===== src/rtl/ldq_pkg.sv =====
// Shared constants, operation codes and status codes for the linear array deque.
`timescale 1ns / 1ps
`default_nettype none
package ldq_pkg;

  localparam int DEPTH  = 8;
  localparam int ADDR_W = (DEPTH > 1) ? $clog2(DEPTH) : 1;
  localparam int WORD_W = 32;

  typedef logic [ADDR_W-1:0] slot_t;
  typedef logic [WORD_W-1:0] word_t;
  typedef logic [2:0]        op_t;
  typedef logic [2:0]        status_t;

  localparam slot_t LAST_SLOT = slot_t'(DEPTH - 1);

  localparam op_t OP_PUSH_FRONT = 3'd0;
  localparam op_t OP_PUSH_BACK  = 3'd1;
  localparam op_t OP_POP_FRONT  = 3'd2;
  localparam op_t OP_POP_BACK   = 3'd3;
  localparam op_t OP_READ_ALL   = 3'd4;

  localparam status_t ST_OK        = 3'd0;
  localparam status_t ST_NO_FRONT  = 3'd1;
  localparam status_t ST_FULL_BACK = 3'd2;
  localparam status_t ST_UNDERFLOW = 3'd3;
  localparam status_t ST_EMPTY     = 3'd4;

endpackage
`default_nettype wire


===== src/rtl/ldq_ram.sv =====
// Simple dual-port RAM with one write port and one registered read port.
`timescale 1ns / 1ps
`default_nettype none
module ldq_ram #(
  parameter int WIDTH  = 32,
  parameter int DEPTH  = 8,
  parameter int ADDR_W = 3
) (
  input  wire logic              clk,
  input  wire logic              we,
  input  wire logic [ADDR_W-1:0] waddr,
  input  wire logic [WIDTH-1:0]  wdata,
  input  wire logic              re,
  input  wire logic [ADDR_W-1:0] raddr,
  output logic      [WIDTH-1:0]  rdata
);

  logic [WIDTH-1:0] mem [DEPTH];

  always_ff @(posedge clk) begin
    if (we) begin
      mem[waddr] <= wdata;
    end
  end

  always_ff @(posedge clk) begin
    if (re) begin
      rdata <= mem[raddr];
    end
  end

endmodule
`default_nettype wire


===== src/rtl/linear_array_deque.sv =====
// Top level of the linear array deque: end pointers, operation decode and readout sequencer.
//
// Usage: drive operation and value and raise start; the command is taken at a rising
// edge where start is high and busy is low. Every result transaction appears on status,
// data and last for exactly one cycle with done high; the receiver cannot stall it.
// Every result is registered: the RAM read register holds it for pops and readout, an
// output register for pushes and errors.
// Throughput: push, pop and error commands can be issued one every cycle; busy stays
// low for them. A read-all command of N elements holds busy high while it streams the
// elements after the first, one element per cycle, set by the single RAM read port;
// no new command is taken until the edge that reads the last element has dropped busy.
// Unknown operation codes are taken and give no result.
// Reset (rst, synchronous) empties the deque with both ends at slot 0 and drops any
// readout in progress; the store contents are not cleared.
`timescale 1ns / 1ps
`default_nettype none
module linear_array_deque
  import ldq_pkg::*;
(
  input  wire logic        clk,
  input  wire logic        rst,
  input  wire logic        start,
  output logic             busy,
  input  wire logic [2:0]  operation,
  input  wire logic [31:0] value,
  output logic             done,
  output logic      [2:0]  status,
  output logic      [31:0] data,
  output logic             last
);

  localparam logic S_IDLE   = 1'b0;
  localparam logic S_STREAM = 1'b1;

  logic    state, state_next;
  slot_t   front, front_next;
  slot_t   rear, rear_next;
  logic    empty, empty_next;
  slot_t   idx, idx_next;

  logic    res_valid, res_last, res_mem;
  status_t res_status;
  logic    from_mem;

  logic    we, re;
  slot_t   waddr, raddr;
  word_t   rdata;
  logic    accept;

  assign busy   = (state == S_STREAM);
  assign accept = start && !busy;

  always_comb begin
    state_next = state;
    front_next = front;
    rear_next  = rear;
    empty_next = empty;
    idx_next   = idx;
    we         = 1'b0;
    waddr      = front;
    re         = 1'b0;
    raddr      = front;
    res_valid  = 1'b0;
    res_status = ST_OK;
    res_last   = 1'b1;
    res_mem    = 1'b0;
    if (state == S_STREAM) begin
      re        = 1'b1;
      raddr     = idx;
      res_valid = 1'b1;
      res_mem   = 1'b1;
      res_last  = (idx == rear);
      if (idx == rear) begin
        state_next = S_IDLE;
      end else begin
        idx_next = idx + slot_t'(1);
      end
    end else if (accept) begin
      case (operation)
        OP_PUSH_FRONT: begin
          res_valid = 1'b1;
          if (empty) begin
            front_next = '0;
            rear_next  = '0;
            empty_next = 1'b0;
            we         = 1'b1;
            waddr      = '0;
          end else if (front == '0) begin
            res_status = ST_NO_FRONT;
          end else begin
            front_next = front - slot_t'(1);
            we         = 1'b1;
            waddr      = front - slot_t'(1);
          end
        end
        OP_PUSH_BACK: begin
          res_valid = 1'b1;
          if (empty) begin
            front_next = '0;
            rear_next  = '0;
            empty_next = 1'b0;
            we         = 1'b1;
            waddr      = '0;
          end else if (rear == LAST_SLOT) begin
            res_status = ST_FULL_BACK;
          end else begin
            rear_next = rear + slot_t'(1);
            we        = 1'b1;
            waddr     = rear + slot_t'(1);
          end
        end
        OP_POP_FRONT, OP_POP_BACK: begin
          res_valid = 1'b1;
          if (empty) begin
            res_status = ST_UNDERFLOW;
          end else begin
            re      = 1'b1;
            res_mem = 1'b1;
            raddr   = (operation == OP_POP_FRONT) ? front : rear;
            if (front == rear) begin
              front_next = '0;
              rear_next  = '0;
              empty_next = 1'b1;
            end else if (operation == OP_POP_FRONT) begin
              front_next = front + slot_t'(1);
            end else begin
              rear_next = rear - slot_t'(1);
            end
          end
        end
        OP_READ_ALL: begin
          res_valid = 1'b1;
          if (empty) begin
            res_status = ST_EMPTY;
          end else begin
            re       = 1'b1;
            raddr    = front;
            res_mem  = 1'b1;
            res_last = (front == rear);
            if (front != rear) begin
              state_next = S_STREAM;
              idx_next   = front + slot_t'(1);
            end
          end
        end
        default: begin
          res_valid = 1'b0;
        end
      endcase
    end
  end

  always_ff @(posedge clk) begin
    if (rst) begin
      state    <= S_IDLE;
      front    <= '0;
      rear     <= '0;
      empty    <= 1'b1;
      done     <= 1'b0;
      from_mem <= 1'b0;
      status   <= ST_OK;
      last     <= 1'b0;
    end else begin
      state    <= state_next;
      front    <= front_next;
      rear     <= rear_next;
      empty    <= empty_next;
      done     <= res_valid;
      from_mem <= res_mem;
      status   <= res_status;
      last     <= res_last;
    end
  end

  always_ff @(posedge clk) begin
    idx <= idx_next;
  end

  // Popped and read-out words come straight from the RAM output register.
  assign data = from_mem ? rdata : '0;

  ldq_ram #(
    .WIDTH (WORD_W),
    .DEPTH (DEPTH),
    .ADDR_W(ADDR_W)
  ) u_ram (
    .clk  (clk),
    .we   (we),
    .waddr(waddr),
    .wdata(value),
    .re   (re),
    .raddr(raddr),
    .rdata(rdata)
  );

endmodule
`default_nettype wire

===== config.mk =====
export PLATFORM = sky130hd
export DESIGN_NAME = linear_array_deque
export DESIGN_NICKNAME = d
export VERILOG_FILES = /design/src/rtl/ldq_pkg.sv /design/src/rtl/ldq_ram.sv /design/src/rtl/linear_array_deque.sv
export SDC_FILE = /design/constraint.sdc
export NUM_CORES = 1
export LEC_CHECK = 0
export BUFFER_PORTS_ARGS = -buffer_cell sky130_fd_sc_hd__buf_4
export CORE_MARGIN = 5
export CORE_UTILIZATION = 60
export DETAILED_ROUTE_END_ITERATION = 12
export GPL_TIMING_DRIVEN = 0
export PLACE_DENSITY = 0.89
export SETUP_SLACK_MARGIN = 0.5
export SLEW_MARGIN = 0
export SYNTH_ARGS = -nofsm -noshare
export SYNTH_HDL_FRONTEND = slang
export SYNTH_SLANG_ARGS = --single-unit

===== constraint.sdc =====
create_clock -name clk -period 6.75 [get_ports clk]
set_input_delay 1.0125 -clock clk [delete_from_list [all_inputs] [get_ports clk]]
set_output_delay 1.0125 -clock clk [all_outputs]
set_load 0.05 [all_outputs]

# After elaboration in Yosys (flattened, before gate mapping)
# Memories as Yosys holds them, arrays and structs flattened. A register that Yosys moved wholly into a read port is not among the register bits.
# Cells that the tools add are included.
# W data, S select, Z words.
[op_classes]
n_mux = 66
bitwise_logic = 2
n_addsub = 5
eq_ne = 16
reduce_logical = 18
[op_table]
columns = ["op", "count"]
rows = [
  ["$mux W3", 27],
  ["$mux W32", 1],
  ["$mux W1", 29],
  ["$pmux W3 S3", 2],
  ["$pmux W3 S4", 1],
  ["$ne A2 B2 Y1 const B", 5],
  ["$add A3 B1 Y3 const B", 3],
  ["$ne A3 B3 Y1 const B", 3],
  ["$reduce_bool A2 Y1", 4],
  ["$reduce_and A7 Y1", 1],
  ["$eq A3 B2 Y1 const B", 2],
  ["$eq A3 B3 Y1", 2],
  ["$eq A3 B3 Y1 const B", 2],
  ["$logic_not A3 Y1", 2],
  ["$mux W2", 3],
  ["$pmux W3 S2", 1],
  ["$reduce_and A6 Y1", 1],
  ["$reduce_or A3 Y1", 2],
  ["$sub A3 B1 Y3 const B", 2],
  ["$reduce_and A5 Y1", 1],
  ["$reduce_or A5 Y1", 1],
  ["$pmux W1 S2", 2],
  ["$reduce_or A2 Y1", 2],
  ["$eq A3 B1 Y1 const B", 1],
  ["6 further kinds", 7],
]
[totals]
memories = 1
in_bits = 38
mem_bits_rw = 256
wordCells = 117
regBits = 17
[memory_table]
columns = ["memory", "depth", "word_bits", "rd", "rd_ports_with_merged_regs", "write_ports", "line", "text"]
rows = [
  ["u_ram.mem", 8, 32, 1, 1, 1, "ldq_ram.sv:18", "logic [WIDTH-1:0] mem [DEPTH];"],
]

# Longest topological paths before layout
# Gate-level depths: netlist of run 1.
[depth]
word_depth = 8
depth_mapped = 8

# Cells and area by module
# From an unflattened synthesis of run 1, not the netlist that was laid out.
[unflattened]
cells_unflattened = 613
hier_area_um2 = 12390.6
[by_module_without_submodules]
columns = ["module", "area_each_um2", "n_inst", "cells_per_inst"]
rows = [
  ["ldq_ram", 10786.6, 1, 415],
  ["linear_array_deque", 1604.0, 1, 198],
]

# Worst setup path before layout of run 1
# OpenSTA, ideal clock, no wires.
[synth_timing]
kind = "in2reg"
from = "input port operation[2]"
to = "memory u_ram.mem[5][0] (enable)"
path_stages = 7
slack_ns = 2.583
setup_ns = 0.421
arrival_ns = 3.746
n_path_buf = 2
path_cell_list = "buf_2 -> or3b_1 -> buf_2 -> nor3_1 -> a221o_1 -> nand3_1 -> nor2_1"
[synth_between]
elab_chain_len = 6
word_cells_on_any_way = 10
cone_classes = "1 x eq/ne; 8 x mux; 1 x reduce/logical"
[synth_lines]
columns = ["element", "line", "text"]
rows = [
  ["start, declared", "linear_array_deque.sv:24", "input wire logic [2:0] operation,"],
  ["$eq A3 B1 Y1 / $logic_not A3 Y1 (equally long branches)", "linear_array_deque.sv:79", "case (operation)"],
  ["$pmux W1 S2", "linear_array_deque.sv:79", ""],
  ["$mux W1", "linear_array_deque.sv:78", "end else if (accept) begin"],
  ["$mux W1", "linear_array_deque.sv:67", "if (state == S_STREAM) begin"],
  ["$mux W1", "ldq_ram.sv:21", "if (we) begin"],
  ["$mux W1 (not written as such)", "ldq_ram.sv:22", "mem[waddr] <= wdata;"],
  ["end, declared", "ldq_ram.sv:18", ""],
]
# Several ways; a longest one is shown, not always the timed one.

# Worst setup path in the final report of run 1
[layout_timing]
from = "input port operation[0]"
to = "memory u_ram.mem[7][9] (enable)"
# The elaborated chain is that of the path after synthesis.

==> results of run 1 <==
## cells by family (layout without fill, tap and decap cells)
kind of cell	Yosys count	count (layout)	synth area share, %
flops	305	305	69.8
simple gates	258	258	13.5
compound gates	173	173	11.7
buf+inv	93	228	3.35
xor+xnor	9	9	0.668
fa+ha+maj	7	7	0.678
mux	4	4	0.319
## state kept, by name, indices dropped and copies added (netlist names)
register	cells
done	1
status	3
empty	1
rear	3
from_mem	1
busy	1
front	3
u_ram.mem	256
last	1
idx	3
u_ram.rdata	32
## worst max path at each step
| stage | startpoint | end | slack (ns) | cells after the start |
|---|---|---|---|---|
| floorplan | operation[2] | u_ram.mem[5][0] | 2.58 | 7 |
| global placement | operation[2] | u_ram.mem[3][17] | 1.26 | 8 |
| detailed placement | operation[2] | u_ram.mem[2][17] | 2.79 | 9 |
| CTS | operation[2] | u_ram.mem[2][0] | 3.36 | 9 |
| global route | operation[0] | u_ram.mem[7][4] | 3.08 | 8 |
| finish | operation[0] | u_ram.mem[7][9] | 3.29 | 8 |
## power by group through the flow
stage | combinational (W) | sequential (W) | clock (W)
5_1_grt | 0.000238 | 0.00209 | 0.00175
4_1_cts | 0.000219 | 0.00209 | 0.00167
6_report | 0.000224 | 0.00209 | 0.00166
3_3_place_gp | 0.000203 | 0.00213 | 0
2_1_floorplan | 0.000114 | 0.00214 | 0
3_5_place_dp | 0.000216 | 0.00213 | 0
## cell usage after synthesis (2+ instances only)
cell,count,area share (%)
edfxtp_1,291,68
nor3b_1,130,7.6
a2111oi_0,128,8.7
buf_2,42,1.6
and2_1,33,1.6
nor4_1,33,1.6
clkbuf_1,32,0.93
nor2_1,16,0.46
dfxtp_1,14,2.2
nand2_1,10,0.29
nand2b_1,10,0.48
inv_1,9,0.26
ha_1,7,0.68
a21oi_1,6,0.23
xor2_1,6,0.41
a211oi_1,5,0.29
nor2b_1,5,0.24
nor3_1,5,0.19
o21ai_0,5,0.19
clkbuf_2,4,0.15
buf_6,3,0.26
mux2i_1,3,0.23
o41ai_1,3,0.20
a21o_1,2,0.12
a221o_1,2,0.15
a221oi_2,2,0.23
a311oi_1,2,0.14
and3_1,2,0.097
buf_1,2,0.058
nand3b_1,2,0.12
o21a_1,2,0.12
o31a_1,2,0.14
o31ai_1,2,0.12
o31ai_4,2,0.33
xnor2_1,2,0.14
## through the flow
step	std cells	power (W)	hold WS (ns)	instance area (µm²)
finish	1259	0.00398	0.606	15100
global route	1259	0.00408	0.644	15100
CTS	1259	0.00398	0.610	15100
detailed placement	1207	0.00235	0.601	14100
global placement	1199	0.00234	0.590	13800
floorplan	849	0.00225	0.526	12900
## layer usage
layer  routed length, µm  part of all wire [%]
met4                1100                   3.3
met2               16100                    49
met5                   0                     0
met1               12100                    37
met3                3510                    11
## worst max-delay path: cells and delay by family
kind | cells | cell delay (ns)
buffers and inverters | 4 | 0.75
AO/OA/AOI/OAI | 1 | 0.69
AND/OR/NAND/NOR | 3 | 1.25
## cell type report
type	instances	area share, %
clock buffer	37	5.30
inverter	9	0.224
tap	275	2.28
timing repair buffer	83	5.00
clock inverter	15	1.20
buffer	84	2.65
multi-input combinational	451	23.5
sequential	305	59.9
==> results_dict.tcl, run 1 <==
set metrics [dict create \
    holdCritStartpoint "rear[0]" \
    synth_area_um2 12900 \
    path_cells "buf_4, buf_1, nor2_1, inv_1, o41ai_1, nand3_1, nor2_4, buf_16" \
    dr.first_iter.drc_count 1275 \
    gr-total-overflow 0 \
    setup_ws_ns 3.29 \
    gr-usage-met1_pct 34.9 \
    grt_most_used_layer "met2" \
    die_x_um 157 \
    grt_pass1_wl_mm 49.7 \
    wl_mm 32.8 \
    htree_levels 1 \
    cp-end-kind "flop" \
    regArea_um2 9020 \
    synth_seq_cells 305 \
    final_common_cell "edfxtp_1" \
    place_hpwl_mm 20.5 \
    wl_per_cell_um 26.0 \
    row_count 53 \
    cp_slowest_stage_delay_ns 0.69 \
    vias 8684 \
    synth-edff-count 291 \
    first_global_vias 8677 \
    ant_nets 0 \
    fillers 1315 \
    r2r_end "u_ram.mem[7][9]" \
    tightestPinTransition_ns 1.11 \
    leakagePower_nw 4.63 \
    met3_usage_pct 4.84 \
    antenna_found_initial 0 \
    cp_data_required_time_ns 7.00 \
    ys.flop_type "edfxtp_1" \
    grt_use_met2_pct 44.0 \
    final_cell_mix "edfxtp_1 (291), nor3b_1 (130), a2111oi_0 (128)" \
    via_per_inst 6.90 \
    min_period_ns 3.46 \
    syn_area_per_cell_um2 15.2 \
    grt_use_total_pct 26.3 \
    cts_tree "yes" \
    switching_share_pct 21.0 \
    slew_headroom_pct 25.3 \
    cts.sinks 305 \
    seq_power_share_pct 52.6 \
    antenna_cells 0 \
    synthCells 849 \
    fin_setup_tns_ns 0 \
    power.share.clock_pct 41.8 \
    worstSkewPairLatency_ns 0.56 \
    power_density_nw_per_um2 264 \
    slowest_stage "o41ai_1" \
    ff2ff_path_depth 9 \
    dr.pass1.iters 6 \
    die_h_um 157 \
    pwr-share-comb_pct 5.6 \
    setup_viol 0 \
    io_buffers 75 \
    fin_crit_sh_pct 51.2 \
    multi_input_area_um2 3530 \
    syn_nets 894 \
    nNetsFinal 1009 \
    holdPathEnd "rear[0]" \
    ys_warn_count 0 \
    status "complete, no violations" \
    fin_skew_ns 0.0151 \
    cp-start-kind "primary input" \
    dpl_worst_slack_ns 2.79 \
    criticalPathCategory "primary input to flop" \
    fp.dieArea_um2 24600 \
    io_pins 76 \
    synth.distinct_cells 60 \
    worst_r2r_startpoint "front[0]" \
    postCtsHoldBufs 0 \
    cts_buffers 30 \
    min_path_cells 3 \
    rsz0062_at_grt "no" \
    root_buffer "clkbuf_16" \
    path_clk_slew_ns 0.06 \
    ctsResizeCount 0 \
    utilization_pct 71.4 \
    layout-drive-gt1-share_pct 20.1 \
    rrSetupSlack_ns 3.51 \
    cap_violations 0 \
    cp.arrival_ns 3.71 \
    core_um2 21100 \
    area_delta_synth_final_pct 16.5 \
    peakVddDrop_v 0.000208 \
    crit_fanout 18 \
    grt_max_degree 34 \
    clock_path_buffers 3 \
    hold_viol_final 0 \
    yosysSeqAreaShare_pct 69.8 \
    min_path_type "flop to flop" \
    synthArstFlopShare_pct 0 \
    fmax_ghz 0.289 \
    postCtsSetupBuffers 0 \
    initial_core_util_pct 61.3 \
    netSwitchingPower_w 0.000834 \
    finalMaxSlewViolations 0 \
    intPower_w 0.00314 \
    gp_congestion 0.917 \
    route.detailed.drc 0 \
]
Note: power is estimated with default switching activity, not from simulation.
==> run 2, diff against run 1 <==
ABC_AREA = 1   (was default)
CORE_UTILIZATION = 55   (was 60)
PLACE_DENSITY = 0.86   (was 0.89)
clock period = 2.9 ns   (was 6.75 ns; I/O delays follow)
==> results_dict.tcl, run 2 <==
set metrics [dict create \
    cp-start-kind "flop" \
    dr.pass1.iters 7 \
    grt_pass1_wl_mm 56.9 \
    first_global_vias 10813 \
    fin_skew_ns 0.0157 \
    cp.arrival_ns 2.81 \
    power.share.clock_pct 38.5 \
    io_pins 76 \
    netSwitchingPower_w 0.00229 \
    final_common_cell "nand2_1" \
    worstSkewPairLatency_ns 0.55 \
    cp-end-kind "flop" \
    power_density_nw_per_um2 577 \
    intPower_w 0.00729 \
    dr.first_iter.drc_count 1638 \
    crit_fanout 16 \
    seq_power_share_pct 51.3 \
    antenna_cells 0 \
    cts_buffers 29 \
    synthTopCellsByArea "edfxtp_1 (63%), nand2_1 (9.8%), nand3_1 (9.6%), inv_1 (8.6%), dfxtp_1 (2.0%)" \
    cts_tree "yes" \
    synthCells 1414 \
    cts.sinks 305 \
    vias 10955 \
    peakVddDrop_v 0.000356 \
    fillers 1655 \
    fin_cells 1924 \
    placed_cell_area_um2 14900 \
    layout-drive-gt1-share_pct 17.6 \
    path_clk_slew_ns 0.07 \
    leakagePower_nw 7.69 \
    rsz0062_at_grt "yes" \
    gr-total-overflow 0 \
    setup_viol 0 \
    io_buffers 75 \
    min_period_ns 2.57 \
    dp.cells 1822 \
    yosysTopAreaCellShare_pct 63.3 \
    synthArstFlopShare_pct 0 \
    row_count 58 \
    syn_area_per_cell_um2 9.77 \
    hold_viol_final 0 \
    gp_congestion 0.842 \
    die_h_um 168 \
    synth-edff-count 291 \
    utilization_pct 66.6 \
    antenna_found_initial 0 \
    ant_nets 0 \
    min_path_type "primary input to flop" \
    fmax_ghz 0.389 \
    grt_use_total_pct 25.6 \
    regMostFlops "u_ram.mem" \
    status "complete, no violations" \
    synth_area_um2 13800 \
    yosysMostFrequentCell "nand2_1" \
    criticalPathCategory "flop to flop" \
    area_delta_synth_final_pct 20.3 \
    fp.dieArea_um2 28400 \
    ys_warn_count 0 \
    synth.distinct_cells 30 \
    core_um2 25000 \
    regArea_um2 9030 \
    dpl_worst_slack_ns -0.281 \
    grt_use_met2_pct 43.9 \
    grt_most_used_layer "met2" \
    finalMaxSlewViolations 0 \
    wl_mm 38.5 \
    cp_data_required_time_ns 3.14 \
    syn_nets 1459 \
    initial_core_util_pct 55.3 \
    synth.top_cells.by_count "nand2_1 (361), inv_1 (315), edfxtp_1 (291), nand3_1 (266), buf_2 (44)" \
    cap_violations 0 \
    root_buffer "clkbuf_16" \
    setup_ws_ns 0.329 \
    gr-usage-met1_pct 30.8 \
    design_area_um2 16600 \
    synth_seq_cells 305 \
    ys.flop_type "edfxtp_1" \
    route.detailed.drc 0 \
    final_cell_mix "nand2_1 (351), inv_1 (309), edfxtp_1 (291)" \
    wl_per_cell_um 20.0 \
    met3_usage_pct 4.53 \
    synth_area_leader_cell "edfxtp_1" \
    grt_max_degree 33 \
    multi_input_area_um2 3510 \
    yosysSeqAreaShare_pct 65.3 \
    reg_top3 "u_ram.mem (256), u_ram.rdata (32)" \
    postCtsHoldBufs 0 \
    nNetsFinal 1617 \
    switching_share_pct 23.9 \
    place_hpwl_mm 20.9 \
    htree_levels 1 \
    fin_crit_sh_pct 88.6 \
    clock_path_buffers 3 \
    die_x_um 168 \
    pwr-share-comb_pct 10.2 \
    slew_headroom_pct 36.3 \
    tightestPinTransition_ns 0.955 \
    largest_reg_flops 256 \
    via_per_inst 5.69 \
]
## run 2: worst max-delay path, stage by stage (launching register included)
cell,delay (ns)
dfxtp_4,0.40
inv_1,0.12
ha_1,0.35
inv_1,0.14
nand2_1,0.09
o211ai_1,0.13
nand2_2,0.13
a21oi_4,0.28
nand2_8,0.12
nor2_4,0.28
buf_12,0.21
## run 2: final cells by class
class                           instances  share of cell area (%)
Sequential cell                       305                    54.4
Multi-Input combinational cell        730                    21.1
Clock inverter                         18                   0.963
Tap cell                              330                    2.48
Clock buffer                           35                    4.50
Inverter                              317                    7.22
Timing Repair Buffer                  122                    7.14
Buffer                                 67                    2.20
## run 2: logic make-up (layout without fill, tap and decap cells)
group,Yosys count,in the layout,share of synthesized area [%]
simple gates,668,673,20.8
compound gates,40,40,1.59
flops,305,305,65.3
xor+xnor,10,10,0.634
buf+inv,384,559,11.1
fa+ha+maj,7,7,0.634
## run 2: power groups by stage
stage,sequential (W),combinational (W),clock (W)
after floorplan,0.00501,0.000521,0
after global placement,0.00501,0.000798,0
after CTS,0.00491,0.000883,0.00364
after detailed placement,0.00501,0.000837,0
final,0.00492,0.000980,0.00369
after global routing,0.00491,0.00105,0.00387
## run 2: worst paths after layout
path / cells after the start / from / to / slack (ns)
min: 2 / rst / rear[0] / 0.09
max reg2reg: 10 / rear[0] / u_ram.mem[4][11] / 0.33
max: 10 / rear[0] / u_ram.mem[4][11] / 0.33
min reg2reg: 2 / busy / busy / 0.56
## run 2: what timing repair did
| action | in CTS | in global routing |
|---|---|---|
| pin swaps | 16 | 12 |
| resized for setup | 17 | 57 |
| setup buffers | 26 | 16 |
| setup endpoints to repair | 269 | 288 |
| gates cloned | 5 | 2 |
## run 2: metrics by stage
step,setup TNS (ns),hold slack [ns],power (W)
floorplan,0,0.494,0.00553
global placement,-90.20,0.531,0.00580
detailed placement,-28.30,0.541,0.00584
CTS,0,0.0934,0.00944
global route,0,0.105,0.00984
finish,0,0.0930,0.00959
## run 2: layer usage
layer  routed length (µm)  vias to the layer above
met5                    0                        -
met4                 2250                        0
met3                 4640                      206
met2                18900                      873
met1                12700                     5031
li1                     -                     4845
==> run 3, diff against run 2 <==
SYNTH_HIERARCHICAL = 1   (was default)
==> results_dict.tcl, run 3 <==
set metrics [dict create \
    core_um2 24400 \
    initial_core_util_pct 56.1 \
    fin_skew_ns 0.0177 \
    fp.dieArea_um2 28100 \
    status "complete, no violations" \
    fin_setup_tns_ns 0 \
    area_delta_synth_final_pct 19.1 \
    first_global_vias 10533 \
    synth.distinct_cells 25 \
    grt_use_total_pct 24.6 \
    synth.top_cells.by_count "nand2_1 (525), inv_1 (307), edfxtp_1 (291), nand3_1 (141), nor2_1 (33)" \
    seq_power_share_pct 52.4 \
    cap_violations 0 \
    antenna_found_initial 1 \
    final_cell_mix "nand2_1 (514), inv_1 (305), edfxtp_1 (291)" \
    netSwitchingPower_w 0.00226 \
    io_buffers 75 \
    cp-start-kind "flop" \
    ant_nets 0 \
    power_density_nw_per_um2 574 \
    syn_nets 1464 \
    setup_viol 0 \
    wl_per_cell_um 19.4 \
    fmax_ghz 0.417 \
    ys.flop_type "edfxtp_1" \
    finalMaxSlewViolations 0 \
    route.detailed.drc 0 \
    regArea_um2 9020 \
    yosysTopAreaCellShare_pct 63.8 \
    reg_top3 "u_ram/mem (256), u_ram/rdata (32)" \
    synthCells 1419 \
    root_buffer "clkbuf_16" \
    crit_fanout 10 \
    htree_levels 1 \
    regMostFlops "u_ram/mem" \
    synthArstFlopShare_pct 0 \
    die_h_um 168 \
    final_common_cell "nand2_1" \
    vias 10514 \
    cts.sinks 305 \
    grt_pass1_wl_mm 54.8 \
    rsz0062_at_grt "yes" \
    gr-total-overflow 0 \
    hold_viol_final 0 \
    via_per_inst 5.48 \
    synth_area_leader_cell "edfxtp_1" \
    cts_tree "yes" \
    cp_data_required_time_ns 3.21 \
    wl_mm 37.1 \
    min_path_type "primary input to flop" \
    path_clk_slew_ns 0.06 \
    cp-end-kind "flop" \
    switching_share_pct 24.1 \
    fin_crit_sh_pct 82.7 \
    tightestPinTransition_ns 1.01 \
    worstSkewPairLatency_ns 0.56 \
    syn_area_per_cell_um2 9.65 \
    power.share.clock_pct 37.4 \
    grt_max_degree 33 \
    synthTopCellsByArea "edfxtp_1 (64%), nand2_1 (14%), inv_1 (8.4%), nand3_1 (5.2%), dfxtp_1 (2.0%)" \
    yosysMostFrequentCell "nand2_1" \
    clock_path_buffers 3 \
    layout-drive-gt1-share_pct 16.3 \
    die_x_um 168 \
    utilization_pct 66.9 \
    cts_buffers 29 \
    intPower_w 0.00710 \
    gp_congestion 0.849 \
    leakagePower_nw 7.66 \
    synth_seq_cells 305 \
    multi_input_area_um2 3440 \
    synth-edff-count 291 \
    row_count 57 \
    synth_area_um2 13700 \
    ys_warn_count 6 \
    fillers 1602 \
    place_hpwl_mm 19.3 \
    criticalPathCategory "flop to flop" \
    peakVddDrop_v 0.000402 \
    yosysSeqAreaShare_pct 65.9 \
    dr.first_iter.drc_count 1537 \
    pwr-share-comb_pct 10.2 \
    cp.arrival_ns 2.71 \
    dr.pass1.iters 7 \
    nNetsFinal 1614 \
    slew_headroom_pct 32.3 \
    min_period_ns 2.40 \
    io_pins 76 \
    dpl_worst_slack_ns -0.158 \
    largest_reg_flops 256 \
    setup_ws_ns 0.501 \
]
run 3: cell types whose count changed after synthesis, sizes merged, moves of 2 or more:
cell | before | now
nand2 | 364 | 531
nand3 | 267 | 142
buf | 61 | 42
nor2 | 31 | 37
o21ai | 22 | 16
a21oi | 11 | 6
clkbuf | 6 | 10
inv | 317 | 313
o211ai | 3 | 0
xor2 | 5 | 2
a22oi | 2 | 0
or2 | 2 | 0
run 3: logic make-up after synthesis:
group / after synthesis / synth area share [%]
AO/OA/AOI/OAI: 22 / 0.804
AND/OR/NAND/NOR: 711 / 21.1
buffers and inverters: 366 / 11.1
adder cells (fa/ha/maj): 7 / 0.640
XOR/XNOR: 8 / 0.512
flip-flops: 305 / 65.9
run 3: stage by stage:
step                hold slack [ns]  cell area [µm²]  total power, W  std cells
finish                       0.0814            16300         0.00936       1917
global route                 0.0726            16300         0.00965       1916
CTS                          0.0649            16100         0.00925       1908
detailed placement            0.576            14700         0.00580       1818
global placement              0.576            14700         0.00577       1818
floorplan                     0.497            13800         0.00551       1419
run 3: area by class of cell:
type | instances | area share [%]
antenna | 1 | 0.0153
buffer | 52 | 2.60
clock buffer | 40 | 4.89
clock inverter | 14 | 0.414
inverter | 314 | 7.27
multi-input combinational | 756 | 21.1
sequential | 305 | 55.3
tap | 324 | 2.49
timing repair buffer | 111 | 5.85
run 3: final timing paths:
| kind | startpoint | slack (ns) | cells past startpoint | to |
|---|---|---|---|---|
| max | busy | 0.50 | 15 | u_ram/rdata[11] |
| max reg2reg | busy | 0.50 | 15 | u_ram/rdata[11] |
| min | rst | 0.08 | 2 | busy |
| min reg2reg | front[0] | 0.64 | 1 | idx[0] |
run 3: layer usage:
layer	track usage, %	vias up	part of all wire, %
met4	13.5	0	5.7
met5	0	-	0
met3	4.88	175	11
li1	-	4716	-
met1	29.0	4797	34
met2	42.5	826	49
run 3: timing repair:
| item | CTS | global route |
|---|---|---|
| cloned | 9 | 0 |
| endpoints found under the setup margin | 295 | 290 |
| hold buffers | 0 | 0 |
| pin swaps | 16 | 1 |
| buffers inserted | 27 | 8 |
| resized for setup | 48 | 59 |
run 3: critical path: stages, from the launching register on:
cell and delay, ns:
dfxtp_2 0.32, buf_6 0.14, clkinv_4 0.09, nand2_4 0.09
nor2_4 0.14, nand2_4 0.10, o21ai_4 0.16, o21ai_4 0.12
inv_2 0.09, buf_6 0.17, buf_4 0.22, nand2_1 0.13
nand3_1 0.12, nand2_1 0.09, nand2_1 0.10, nand2_1 0.07
run 3: power groups by stage:
stage / Sequential [W] / Combinational (W) / Clock, W
2_1_floorplan: 0.00501 / 0.000506 / 0
3_3_place_gp: 0.00500 / 0.000768 / 0
3_5_place_dp: 0.00500 / 0.000804 / 0
4_1_cts: 0.00491 / 0.000864 / 0.00348
5_1_grt: 0.00491 / 0.00102 / 0.00372
6_report: 0.00491 / 0.000952 / 0.00350
